===== config.mk =====
export PLATFORM = sky130hd
export DESIGN_NAME = bgs_ctrl
export DESIGN_NICKNAME = d
export VERILOG_FILES = /design/src/assert_macros.svh /design/src/bgs_pkg.sv /design/src/bgs_ctrl.sv
export SDC_FILE = /design/constraint.sdc
export NUM_CORES = 1
export LEC_CHECK = 0
export BUFFER_PORTS_ARGS = -buffer_cell sky130_fd_sc_hd__buf_2
export CAP_MARGIN = 0
export CORE_AREA = 2 2 39 41
export CTS_BUF_LIST = sky130_fd_sc_hd__clkbuf_8
export CTS_CLUSTER_SIZE = 28
export DETAILED_ROUTE_END_ITERATION = 8
export DIE_AREA = 0 0 41 43
export PLACE_DENSITY = 0.41
export SLEW_MARGIN = 40
export SYNTH_ARGS = -nofsm -noshare
export SYNTH_HDL_FRONTEND = slang
export SYNTH_SLANG_ARGS = --single-unit

===== constraint.sdc =====
create_clock -name clk -period 0.9 [get_ports clk]
set_input_delay 0.135 -clock clk [delete_from_list [all_inputs] [get_ports clk]]
set_output_delay 0.135 -clock clk [all_outputs]
set_load 0.005 [all_outputs]

===== src/assert_macros.svh =====
// Assertion helpers for the RTL.
`ifndef ASSERT_MACROS_SVH
`define ASSERT_MACROS_SVH
`ifndef SYNTHESIS
`define ASSERT_IMPL(label, clk, rst, prop, msg) \
  label: assert property (@(posedge clk) disable iff (rst) prop) else $error(msg);
`define ASSERT_NEVER(label, clk, rst, cond, msg) \
  label: assert property (@(posedge clk) disable iff (rst) !(cond)) else $error(msg);
`else
`define ASSERT_IMPL(label, clk, rst, prop, msg)
`define ASSERT_NEVER(label, clk, rst, cond, msg)
`endif
`endif


===== src/bgs_pkg.sv =====
package bgs_pkg;
  localparam logic OP_LOAD = 1'b0;
  localparam logic OP_SAMPLE = 1'b1;
  localparam logic [1:0] REG_WIDTH = 2'd0;
  localparam logic [1:0] REG_HEIGHT = 2'd1;
  localparam logic [1:0] REG_CHANNELS = 2'd2;
  localparam int FRAC_W = 12;

  // pixel store geometry; the load and index ports are sized to match
  localparam int MAX_CHANNELS = 16;
  localparam int MAX_HEIGHT = 64;
  localparam int MAX_WIDTH = 64;

  typedef struct packed {
    logic locate;   // latch grid point, compute coordinates
    logic weigh;    // form corner weights
    logic issue;    // issue corner reads for one channel
    logic load;     // write the pending pixel
  } bgs_cmd_t;

  typedef struct packed {
    logic out_valid;
    logic out_last;
    logic issue_last;
  } bgs_status_t;
endpackage


===== src/bgs_ctrl.sv =====
module bgs_ctrl import bgs_pkg::*; (
  input  logic        clk,
  input  logic        rst,
  input  logic        start,
  input  logic        operation,
  input  bgs_status_t status,
  output logic        busy,
  output bgs_cmd_t    cmd
);
  localparam logic [2:0] S_IDLE = 3'd0, S_LOC = 3'd1, S_WGT = 3'd2, S_ISSUE = 3'd3,
                         S_DRAIN = 3'd4;
  logic [2:0] state, state_next;

  always_ff @(posedge clk) begin
    if (rst) begin
      state <= S_IDLE;
    end else begin
      state <= state_next;
    end
  end

  always_comb begin
    state_next = state;
    cmd = '0;
    case (state)
      S_IDLE: begin
        if (start) begin
          if (operation == OP_SAMPLE) begin
            cmd.locate = 1'b1;
            state_next = S_LOC;
          end else begin
            cmd.load = 1'b1;
          end
        end
      end
      S_LOC: state_next = S_WGT;
      S_WGT: begin
        cmd.weigh = 1'b1;
        state_next = S_ISSUE;
      end
      S_ISSUE: begin
        cmd.issue = 1'b1;
        if (status.issue_last) state_next = S_DRAIN;
      end
      S_DRAIN: begin
        // wait for the last channel to leave the datapath
        if (status.out_valid && status.out_last) state_next = S_IDLE;
      end
      default: state_next = S_IDLE;
    endcase
  end

  assign busy = (state != S_IDLE);
endmodule


==> impl_metrics.py, run 1 <==
metrics = {
    "synthesis": {
        "synth_compound_area_frac": 0.146,
        "synth_mux_area_frac": 0,
        "synthXorXnorAreaFrac": 0,
        "ys_types": 15,
        "synth_top_family_by_area": "simple AND/OR/NAND/NOR gates",
        "syn_area_sq_um": 180,
        "yosys.area_share.simple": 0.521,
        "ys_warn_count": 0,
        "ys_seq_area_frac": 0.333,
        "synthCells": 19,
        "ys_seq_elements": 3,
        "syn_area_per_cell_sq_um": 9.48,
        "synth-adder-area-share": 0,
        "syn_nets": 26,
    },
    "grt": {
        "grt_max_degree": 8,
        "grt_overflow": 0,
        "grt_pass1_vias": 223,
        "grt_usage": 0.0792,
        "grt_first_pass_wirelength_microns": 869,
        "antenna_found_initial": 0,
    },
    "timing": {
        "slew_viol_final": 0,
        "finalCriticalPeriod_ns": 1.32,
        "final_hold_viol_count": 0,
        "period_share": 1.46,
        "max-slew-margin-rel": 0.879,
        "fmax_mhz": 760,
        "setup_slack_ns": -0.416,
        "whs_ns": 0.169,
        "rsz0062_at_grt": "yes",
        "skew_ns": 0.00141,
        "setup_viol": 8,
        "worstMarginPinSlew_ns": 0.180,
    },
    "worst_setup_path": {
        "cp.arrival_ns": 1.18,
        "crit_fanout": 3,
        "cp-start-kind": "flop",
        "critPathKind": "reg2out",
        "crit_path_end_kind": "output port",
        "required_ns": 0.76,
    },
    "clocking": {
        "cts_tree": "built",
        "cts_made_buffers": 3,
        "clkSinkCount": 3,
        "cts.clk_slew.worst_paths_ns": 0.03,
        "cts-htree-levels": 1,
        "cts_hold_buf": 0,
        "clock_latency_ns": 0.21,
        "cts_root_buf": "clkbuf_8",
        "clock_path_buffers": 2,
    },
    "routing": {
        "topRoutingLayerUsed": "met4",
        "drt-initial-drc-count": 4,
        "postRouteAntennaNets": 0,
        "vias": 224,
        "drt-met1-wl_microns": 224,
        "wl_met2_microns": 239,
        "viasPerCell": 4.07,
        "routedWlPerCell_microns": 9.71,
        "drt_first_pass_iters": 3,
        "wirelength_microns": 534,
        "drcViolationCount": 0,
        "dr_wl_met3_microns": 61,
    },
    "placement": {
        "dp_hpwl_microns": 359,
        "io_buffer_count": 11,
        "routabilityCongestion": 0.723,
        "place_area_sq_um": 279,
        "dp_cells": 49,
    },
    "min_path": {
        "hold_class": "in2reg",
    },
    "die": {
        "dieArea_sq_um": 1760,
        "start_util": 0.130,
        "die_y_microns": 43,
        "die_w_microns": 41,
        "core-area_sq_um": 1380,
        "ios": 12,
        "rows": 14,
    },
    "cells_and_area": {
        "area_delta_synth_final_pct": 115,
        "layout.nets": 47,
        "regMostFlops": "state",
        "final_area_sq_um": 388,
        "diodes": 0,
        "largest_register_ffs": 3,
        "drive_gt1_frac": 0.769,
        "stdcell_count": 55,
        "top_regs": "state (3)",
    },
    "power_and_ir_drop": {
        "p_total_w": 0.000661,
        "ir_worst_vdd_mv": 0.455,
        "power_density_nw_per_um2": 1700,
        "p_leak_nw": 0.180,
    },
    "job": {
        "max_cap_viol_count": 0,
    },
    "status": {
        "status": "finished with violations",
        "violations": "negative setup slack",
    },
}
cells in the final DEF, fill, tap and decap left out:
master	count
o2bb2ai_1	1
nand2_1	2
nor4_2	1
buf_2	11
buf_6	4
a211oi_2	1
or3_4	1
nor2_1	2
clkbuf_8	3
nand3b_1	1
dfxtp_2	3
and3_1	1
buf_4	1
nor3b_2	2
nand4b_1	1
a21bo_2	1
and3b_2	1
inv_1	1
nor4b_4	1
critical path, stage by stage, from the launching register on:
cell     delay [ns]
dfxtp_2        0.30
or3_4          0.39
nor3b_2        0.15
buf_2          0.12
metrics by stage:
step	setup slack [ns]	util	TNS, ns
final	-0.416	0.280	-1.73
after global routing	-0.483	0.280	-2.16
after CTS	-0.428	0.284	-2.29
after detailed placement	-0.200	0.202	-0.550
after global placement	-0.195	0.202	-0.535
after floorplan	-0.131	-	-0.220
what timing repair did:
action / in CTS / in global routing
gates resized for setup: 11 / 1
setup endpoints to repair: 7 / 8
setup buffers: 3 / 0
pin swaps: 4 / 3
cloned: 0 / 0
power by group:
part	internal, W	switching (W)
clock	0.000290	0.0000878
sequential	0.000144	0.00000415
combinational	0.0000773	0.0000579
cells by family (layout without fill, tap and decap cells):
| family | after synthesis | in the layout |
|---|---|---|
| compound gates | 3 | 3 |
| simple gates | 13 | 13 |
| buf+inv | 0 | 20 |
| flops | 3 | 3 |
path summary, 6_finish.rpt:
kind / start / end / slack, ns / cells after the start
min: rst / state[0]$_SDFFE_PP0P_ / 0.17 / 2
max reg2reg: state[0]$_SDFFE_PP0P_ / state[0]$_SDFFE_PP0P_ / -0.13 / 4
min reg2reg: state[2]$_SDFFE_PP0P_ / state[1]$_SDFFE_PP0P_ / 0.52 / 2
max: state[0]$_SDFFE_PP0P_ / cmd[0] / -0.42 / 3
routing by layer:
| metal | global-route usage | vias up |
|---|---|---|
| met4 | 0.0800 | 0 |
| met5 | 0 | - |
| met3 | 0.0471 | 2 |
| met1 | 0.0865 | 95 |
| li1 | - | 114 |
| met2 | 0.0969 | 13 |
cells in the mapped netlist, drive strengths merged:
cell type  instances  area share
or3                1       0.062
a211oi             1       0.042
and3b              1       0.056
nand3b             1       0.042
nor3b              2        0.11
o2bb2ai            1       0.049
nor2               2       0.042
nor4b              1       0.049
dfxtp              3        0.33
nand4b             1       0.049
nor4               1       0.035
nand2              2       0.042
a21bo              1       0.056
and3               1       0.035
cell type report:
type / count / area (sq um)
well taps: 16 / 20.0
clock buffers: 3 / 41.3
fillers: 156 / 996
multi-input cells: 16 / 151
clock inverters: 1 / 3.75
flip-flops and latches: 3 / 63.8
repair buffers: 16 / 108
Power figures use the tool's default switching activity.
==> inputs of run 2 (changes only) <==
==> constraint.sdc (replaced) <==
create_clock -name clk -period 1.2 [get_ports clk]
set_input_delay 0.18 -clock clk [delete_from_list [all_inputs] [get_ports clk]]
set_output_delay 0.18 -clock clk [all_outputs]
set_load 0.005 [all_outputs]
==> impl_metrics.py, run 2 (synthesis results as in run 1) <==
metrics = {
    "worst_setup_path": {
        "critPathKind": "reg2out",
        "cp-start-kind": "flop",
        "crit_path_end_kind": "output port",
        "cp.arrival_ns": 1.17,
        "r2r_start": "state[1]$_SDFFE_PP0P_",
        "crit_fanout": 3,
        "cp-startpoint": "state[0]$_SDFFE_PP0P_",
        "required_ns": 1.02,
    },
    "placement": {
        "io_buffer_count": 11,
        "place_area_sq_um": 278,
        "dp_hpwl_microns": 343,
        "routabilityCongestion": 0.708,
    },
    "power_and_ir_drop": {
        "ir_worst_vdd_mv": 0.444,
        "power_density_nw_per_um2": 1440,
        "p_total_w": 0.000471,
        "p_leak_nw": 0.161,
    },
    "routing": {
        "drcViolationCount": 0,
        "vias": 214,
        "viasPerCell": 4.04,
        "drt_first_pass_iters": 3,
        "drt-initial-drc-count": 3,
        "routedWlPerCell_microns": 8.55,
        "postRouteAntennaNets": 0,
        "wirelength_microns": 453,
    },
    "cells_and_area": {
        "largest_register_ffs": 3,
        "layout.nets": 45,
        "final_area_sq_um": 328,
        "top_regs": "state (3)",
        "final_cell_mix": "11 x buf_2, 3 x clkbuf_8, 3 x buf_4, 3 x dfxtp_1",
        "regMostFlops": "state",
        "area_delta_synth_final_pct": 81.9,
        "final_common_cell": "buf_2",
        "drive_gt1_frac": 0.595,
        "diodes": 0,
    },
    "status": {
        "violations": "negative setup slack",
        "status": "finished with violations",
    },
    "timing": {
        "final_hold_viol_count": 0,
        "finalCriticalPeriod_ns": 1.35,
        "skew_ns": 0.000608,
        "worstMarginPinSlew_ns": 0.236,
        "setup_slack_ns": -0.153,
        "period_share": 1.13,
        "slew_viol_final": 0,
        "rsz0062_at_grt": "yes",
        "max-slew-margin-rel": 0.841,
        "fmax_mhz": 739,
        "setup_viol": 3,
    },
    "job": {
        "max_cap_viol_count": 0,
    },
    "die": {
        "die_y_microns": 43,
        "ios": 12,
        "start_util": 0.130,
        "core-area_sq_um": 1380,
        "die_w_microns": 41,
        "rows": 14,
        "dieArea_sq_um": 1760,
    },
    "clocking": {
        "clock_path_buffers": 2,
        "cts_root_buf": "clkbuf_8",
        "clock_latency_ns": 0.21,
        "cts-htree-levels": 1,
        "cts.clk_slew.worst_paths_ns": 0.03,
        "clkSinkCount": 3,
        "post-cts-setup-buffers": 0,
        "cts_hold_buf": 0,
        "cts_made_buffers": 3,
        "cts_tree": "built",
    },
    "grt": {
        "grt_overflow": 0,
        "grt_pass1_vias": 173,
        "grt_usage": 0.0602,
        "grt_max_degree": 9,
        "antenna_found_initial": 0,
        "grt_first_pass_wirelength_microns": 676,
    },
    "min_path": {
        "hold_class": "in2reg",
        "hold_start": "rst",
    },
}
run 2: changes by cell type in the layout (fill, tap and decap cells not counted), moves of 2 or more:
cell     delta
dfxtp_2     -3
buf_6       -4
buf_4       +2
dfxtp_1     +3
run 2: layer usage:
metal	share of wire	track usage
met3	0.11	0.0157
met1	0.46	0.0769
met2	0.38	0.0750
met5	0	0
met4	0.035	0.0600
run 2: path summary, 6_finish.rpt:
check,end,slack [ns],cells after the start
setup / recovery,cmd[0],-0.15,3
setup reg to reg,state[2]$_SDFFE_PP0P_,0.26,3
hold / removal,state[0]$_SDFFE_PP0P_,0.18,2
hold reg to reg,state[0]$_SDFFE_PP0P_,0.55,2
run 2: final cells by class:
| cell class | count | area (sq um) |
|---|---|---|
| clock inverter | 1 | 3.75 |
| fill | 161 | 1060 |
| tap | 16 | 20.0 |
| timing repair buffer | 14 | 77.6 |
| clock buffer | 3 | 41.3 |
| multi-input combinational | 16 | 125 |
| sequential | 3 | 60.1 |
run 2: metrics by stage:
step / cells / setup TNS [ns] / utilization / setup WS [ns] / hold slack (ns)
finish: 53 / -0.279 / 0.237 / -0.153 / 0.175
global route: 53 / -0.436 / 0.237 / -0.235 / 0.190
CTS: 53 / -0.314 / 0.233 / -0.167 / 0.174
detailed placement: 49 / 0 / 0.201 / 0.0388 / 0.398
global placement: 49 / 0 / 0.201 / 0.0464 / 0.407
floorplan: 19 / 0 / - / 0.0963 / 0.253
run 2: power by group:
part | internal [W] | leakage, nW | switching (W)
Sequential | 0.000107 | 0.0245 | 0.00000254
Combinational | 0.0000439 | 0.109 | 0.0000343
Clock | 0.000218 | 0.0269 | 0.0000661
Total | 0.000368 | 0.161 | 0.000103
run 2: worst max-delay path, cell delays in order (launching register included):
cell and delay, ns:
dfxtp_1 0.30, or3_4 0.39, nor3b_2 0.14, buf_2 0.12
run 2: repair_timing:
action	in CTS	in global routing
hold endpoints to repair	0	0
pin swaps	2	0
endpoints found under the setup margin	3	4
resized for setup	0	1
gates cloned	0	0
==> inputs of run 3 (changes only) <==
--- a/config.mk
+++ b/config.mk
@@ -5,6 +5,7 @@
 export SDC_FILE = /design/constraint.sdc
 export NUM_CORES = 1
 export LEC_CHECK = 0
+export ABC_AREA = 1
 export BUFFER_PORTS_ARGS = -buffer_cell sky130_fd_sc_hd__buf_2
 export CAP_MARGIN = 0
 export CORE_AREA = 2 2 39 41
@@ -12,7 +13,7 @@
 export CTS_CLUSTER_SIZE = 28
 export DETAILED_ROUTE_END_ITERATION = 8
 export DIE_AREA = 0 0 41 43
-export PLACE_DENSITY = 0.41
+export PLACE_DENSITY = 0.42
 export SLEW_MARGIN = 40
 export SYNTH_ARGS = -nofsm -noshare
 export SYNTH_HDL_FRONTEND = slang
==> impl_metrics.py, run 3 <==
metrics = {
    "status": {
        "status": "complete, no violations",
    },
    "power_and_ir_drop": {
        "p_leak_nw": 0.194,
        "power_density_nw_per_um2": 2670,
        "ir_worst_vdd_mv": 0.686,
    },
    "clocking": {
        "cts_root_buf": "clkbuf_8",
        "clkSinkCount": 3,
        "cts_tree": "built",
        "cts_hold_buf": 0,
        "cts_made_buffers": 3,
        "clock_path_buffers": 2,
        "clock_latency_ns": 0.21,
        "cts.clk_slew.worst_paths_ns": 0.03,
        "cts-htree-levels": 1,
    },
    "placement": {
        "dp_slack_ns": 0.159,
        "io_buffer_count": 11,
        "routabilityCongestion": 0.680,
    },
    "die": {
        "core-area_sq_um": 1380,
        "die_w_microns": 41,
        "dieArea_sq_um": 1760,
        "start_util": 0.144,
        "die_y_microns": 43,
        "rows": 14,
        "ios": 12,
    },
    "grt": {
        "use_met1": 0.0479,
        "grt_first_pass_wirelength_microns": 724,
        "grt-busiest-layer": "met2",
        "met2_usage": 0.106,
        "grt_pass1_vias": 229,
        "grt_max_degree": 6,
        "grt_usage": 0.0641,
        "antenna_found_initial": 0,
        "met3_usage": 0.0314,
        "grt_overflow": 0,
    },
    "synthesis": {
        "ys_warn_count": 0,
        "syn_nets": 37,
        "synth-adder-area-share": 0,
        "async_reset_ff_frac": 0,
        "ys_seq_area_frac": 0.302,
        "ys_seq_elements": 3,
        "synth-edff-count": 0,
        "synth_ff_type": "dfxtp_1",
        "syn_area_per_cell_sq_um": 6.63,
        "synthXorXnorAreaFrac": 0,
        "synthCells": 30,
        "syn_area_sq_um": 199,
        "synth_most_common_cell": "nor2_1",
        "ys_types": 13,
        "synth_compound_area_frac": 0.0252,
        "synth_top_family_by_area": "simple AND/OR/NAND/NOR gates",
        "synth.area.top_cells": "dfxtp_1 30%, nor2_1 13%, nand3_2 10%",
        "synthTopCellsByCount": "7 x nor2_1, 5 x nand2_1, 3 x dfxtp_1, 3 x inv_1",
        "synth_mux_area_frac": 0,
        "yosys.area_share.simple": 0.597,
        "synth_top_area_share": 0.302,
        "yosysTopAreaCell": "dfxtp_1",
    },
    "worst_setup_path": {
        "r2r_cells": 8,
        "r2r_start": "state[0]$_SDFFE_PP0P_",
        "cp-startpoint": "state[1]$_SDFFE_PP0P_",
        "cpMostUsedCell": "nor2_4",
        "path_depth": 5,
        "r2r_slack_ns": 0.15,
        "crit_chain": "nor2_4 > nand2_2 > buf_6 > nor2_4 > buf_2",
        "required_ns": 1.02,
        "slowest_delay_ns": 0.34,
        "path_buf_inv": 2,
        "r2r-end": "state[0]$_SDFFE_PP0P_",
        "crit_path_end_kind": "output port",
        "critPathKind": "reg2out",
        "crit_fanout": 3,
        "path_delay_family": "flip-flops",
        "cp-endpoint": "cmd[3]",
        "cp_slowest_cell": "dfxtp_4",
        "cp.arrival_ns": 1.02,
        "cp-start-kind": "flop",
    },
    "cells_and_area": {
        "final_common_cell": "buf_2",
        "area_delta_synth_final_pct": 89.3,
        "largest_register_ffs": 3,
        "final_cell_mix": "11 x buf_2, 5 x nor2_1, 4 x inv_1, 4 x nand2_1",
        "drive_gt1_frac": 0.625,
        "n_fill_cell": 165,
        "layout.nets": 56,
        "regMostFlops": "state",
        "diodes": 0,
        "top_regs": "state (3)",
    },
    "routing": {
        "routedWlPerCell_microns": 7.69,
        "drcViolationCount": 0,
        "vias": 243,
        "drt-initial-drc-count": 2,
        "viasPerCell": 3.80,
        "postRouteAntennaNets": 0,
        "drt_first_pass_iters": 2,
        "wirelength_microns": 492,
    },
    "timing": {
        "setup_viol": 0,
        "skew_ns": 0.000120,
        "slew_viol_final": 0,
        "max-slew-margin-rel": 0.902,
        "fmax_mhz": 835,
        "worstMarginPinSlew_ns": 0.145,
        "rsz0062_at_grt": "yes",
        "final_hold_viol_count": 0,
        "finalCriticalPeriod_ns": 1.20,
        "setup_slack_ns": 0.00185,
        "setup_tns_ns": 0,
        "period_share": 0.998,
    },
    "job": {
        "max_cap_viol_count": 0,
    },
    "min_path": {
        "hold_class": "in2reg",
    },
}
[run 3: where the power goes]
group          leakage [nW]  switching [W]  total (W)  internal [W]
Sequential           0.0264      0.0000575   0.000221      0.000163
Clock                0.0269      0.0000629   0.000280      0.000217
Combinational         0.141       0.000247   0.000506      0.000259
Total                 0.194       0.000367    0.00101      0.000640
[run 3: worst register-to-register path, stage by stage, from the launching register on]
cell and delay, ns:
dfxtp_2 0.34, buf_4 0.12, nand2_2 0.07, nor2_4 0.10
nand2_2 0.08, nand3_2 0.08, nand2_1 0.05, nand2_1 0.05
nor2_1 0.03
[run 3: kinds of logic after synthesis]
logic type / count (synthesis)
DFF: 3
buffers and inverters: 4
AOI/OAI and AO/OA: 1
and+or+nand+nor: 22
[run 3: layer usage]
layer  up-vias  part of all wire
met4         0                 0
li1        129                 -
met2         7              0.55
met1       107              0.37
met5         -                 0
met3         0             0.073
[run 3: what timing repair did]
| item | 4_1_cts | 5_1_grt |
|---|---|---|
| buffers inserted | 2 | 0 |
| pin swaps | 3 | 3 |
| setup endpoints to repair | 1 | 3 |
| gates resized for setup | 4 | 8 |
[run 3: area by class of cell]
| cell class | count | area, sq um | area share |
|---|---|---|---|
| inverter | 4 | 15.0 | 0.0399 |
| tap | 16 | 20.0 | 0.0532 |
| clock buffer | 3 | 41.3 | 0.110 |
| timing repair buffer | 14 | 81.3 | 0.216 |
| sequential | 3 | 68.8 | 0.183 |
| clock inverter | 1 | 3.75 | 0.00997 |
| multi-input combinational | 23 | 146 | 0.389 |
[run 3: how the worst min path moves through the flow]
| stage | from | end | slack, ns | cells past startpoint |
|---|---|---|---|---|
| detailed placement | rst | state[1]$_SDFFE_PP0P_ | 0.36 | 2 |
| CTS | rst | state[1]$_SDFFE_PP0P_ | 0.13 | 2 |
| finish | rst | state[1]$_SDFFE_PP0P_ | 0.13 | 2 |
| global placement | rst | state[1]$_SDFFE_PP0P_ | 0.36 | 2 |
| global route | rst | state[1]$_SDFFE_PP0P_ | 0.14 | 2 |
| floorplan | rst | state[1]$_SDFFE_PP0P_ | 0.25 | 1 |
[run 3: stage by stage]
step	hold WS, ns	cell area, sq um	instances	utilization	power [W]
finish	0.126	377	64	0.272	0.00101
CTS	0.134	352	64	0.254	0.000940
global route	0.143	377	64	0.272	0.00111
global placement	0.357	282	58	0.203	0.000575
floorplan	0.249	199	30	-	0.000435
detailed placement	0.357	282	58	0.203	0.000574
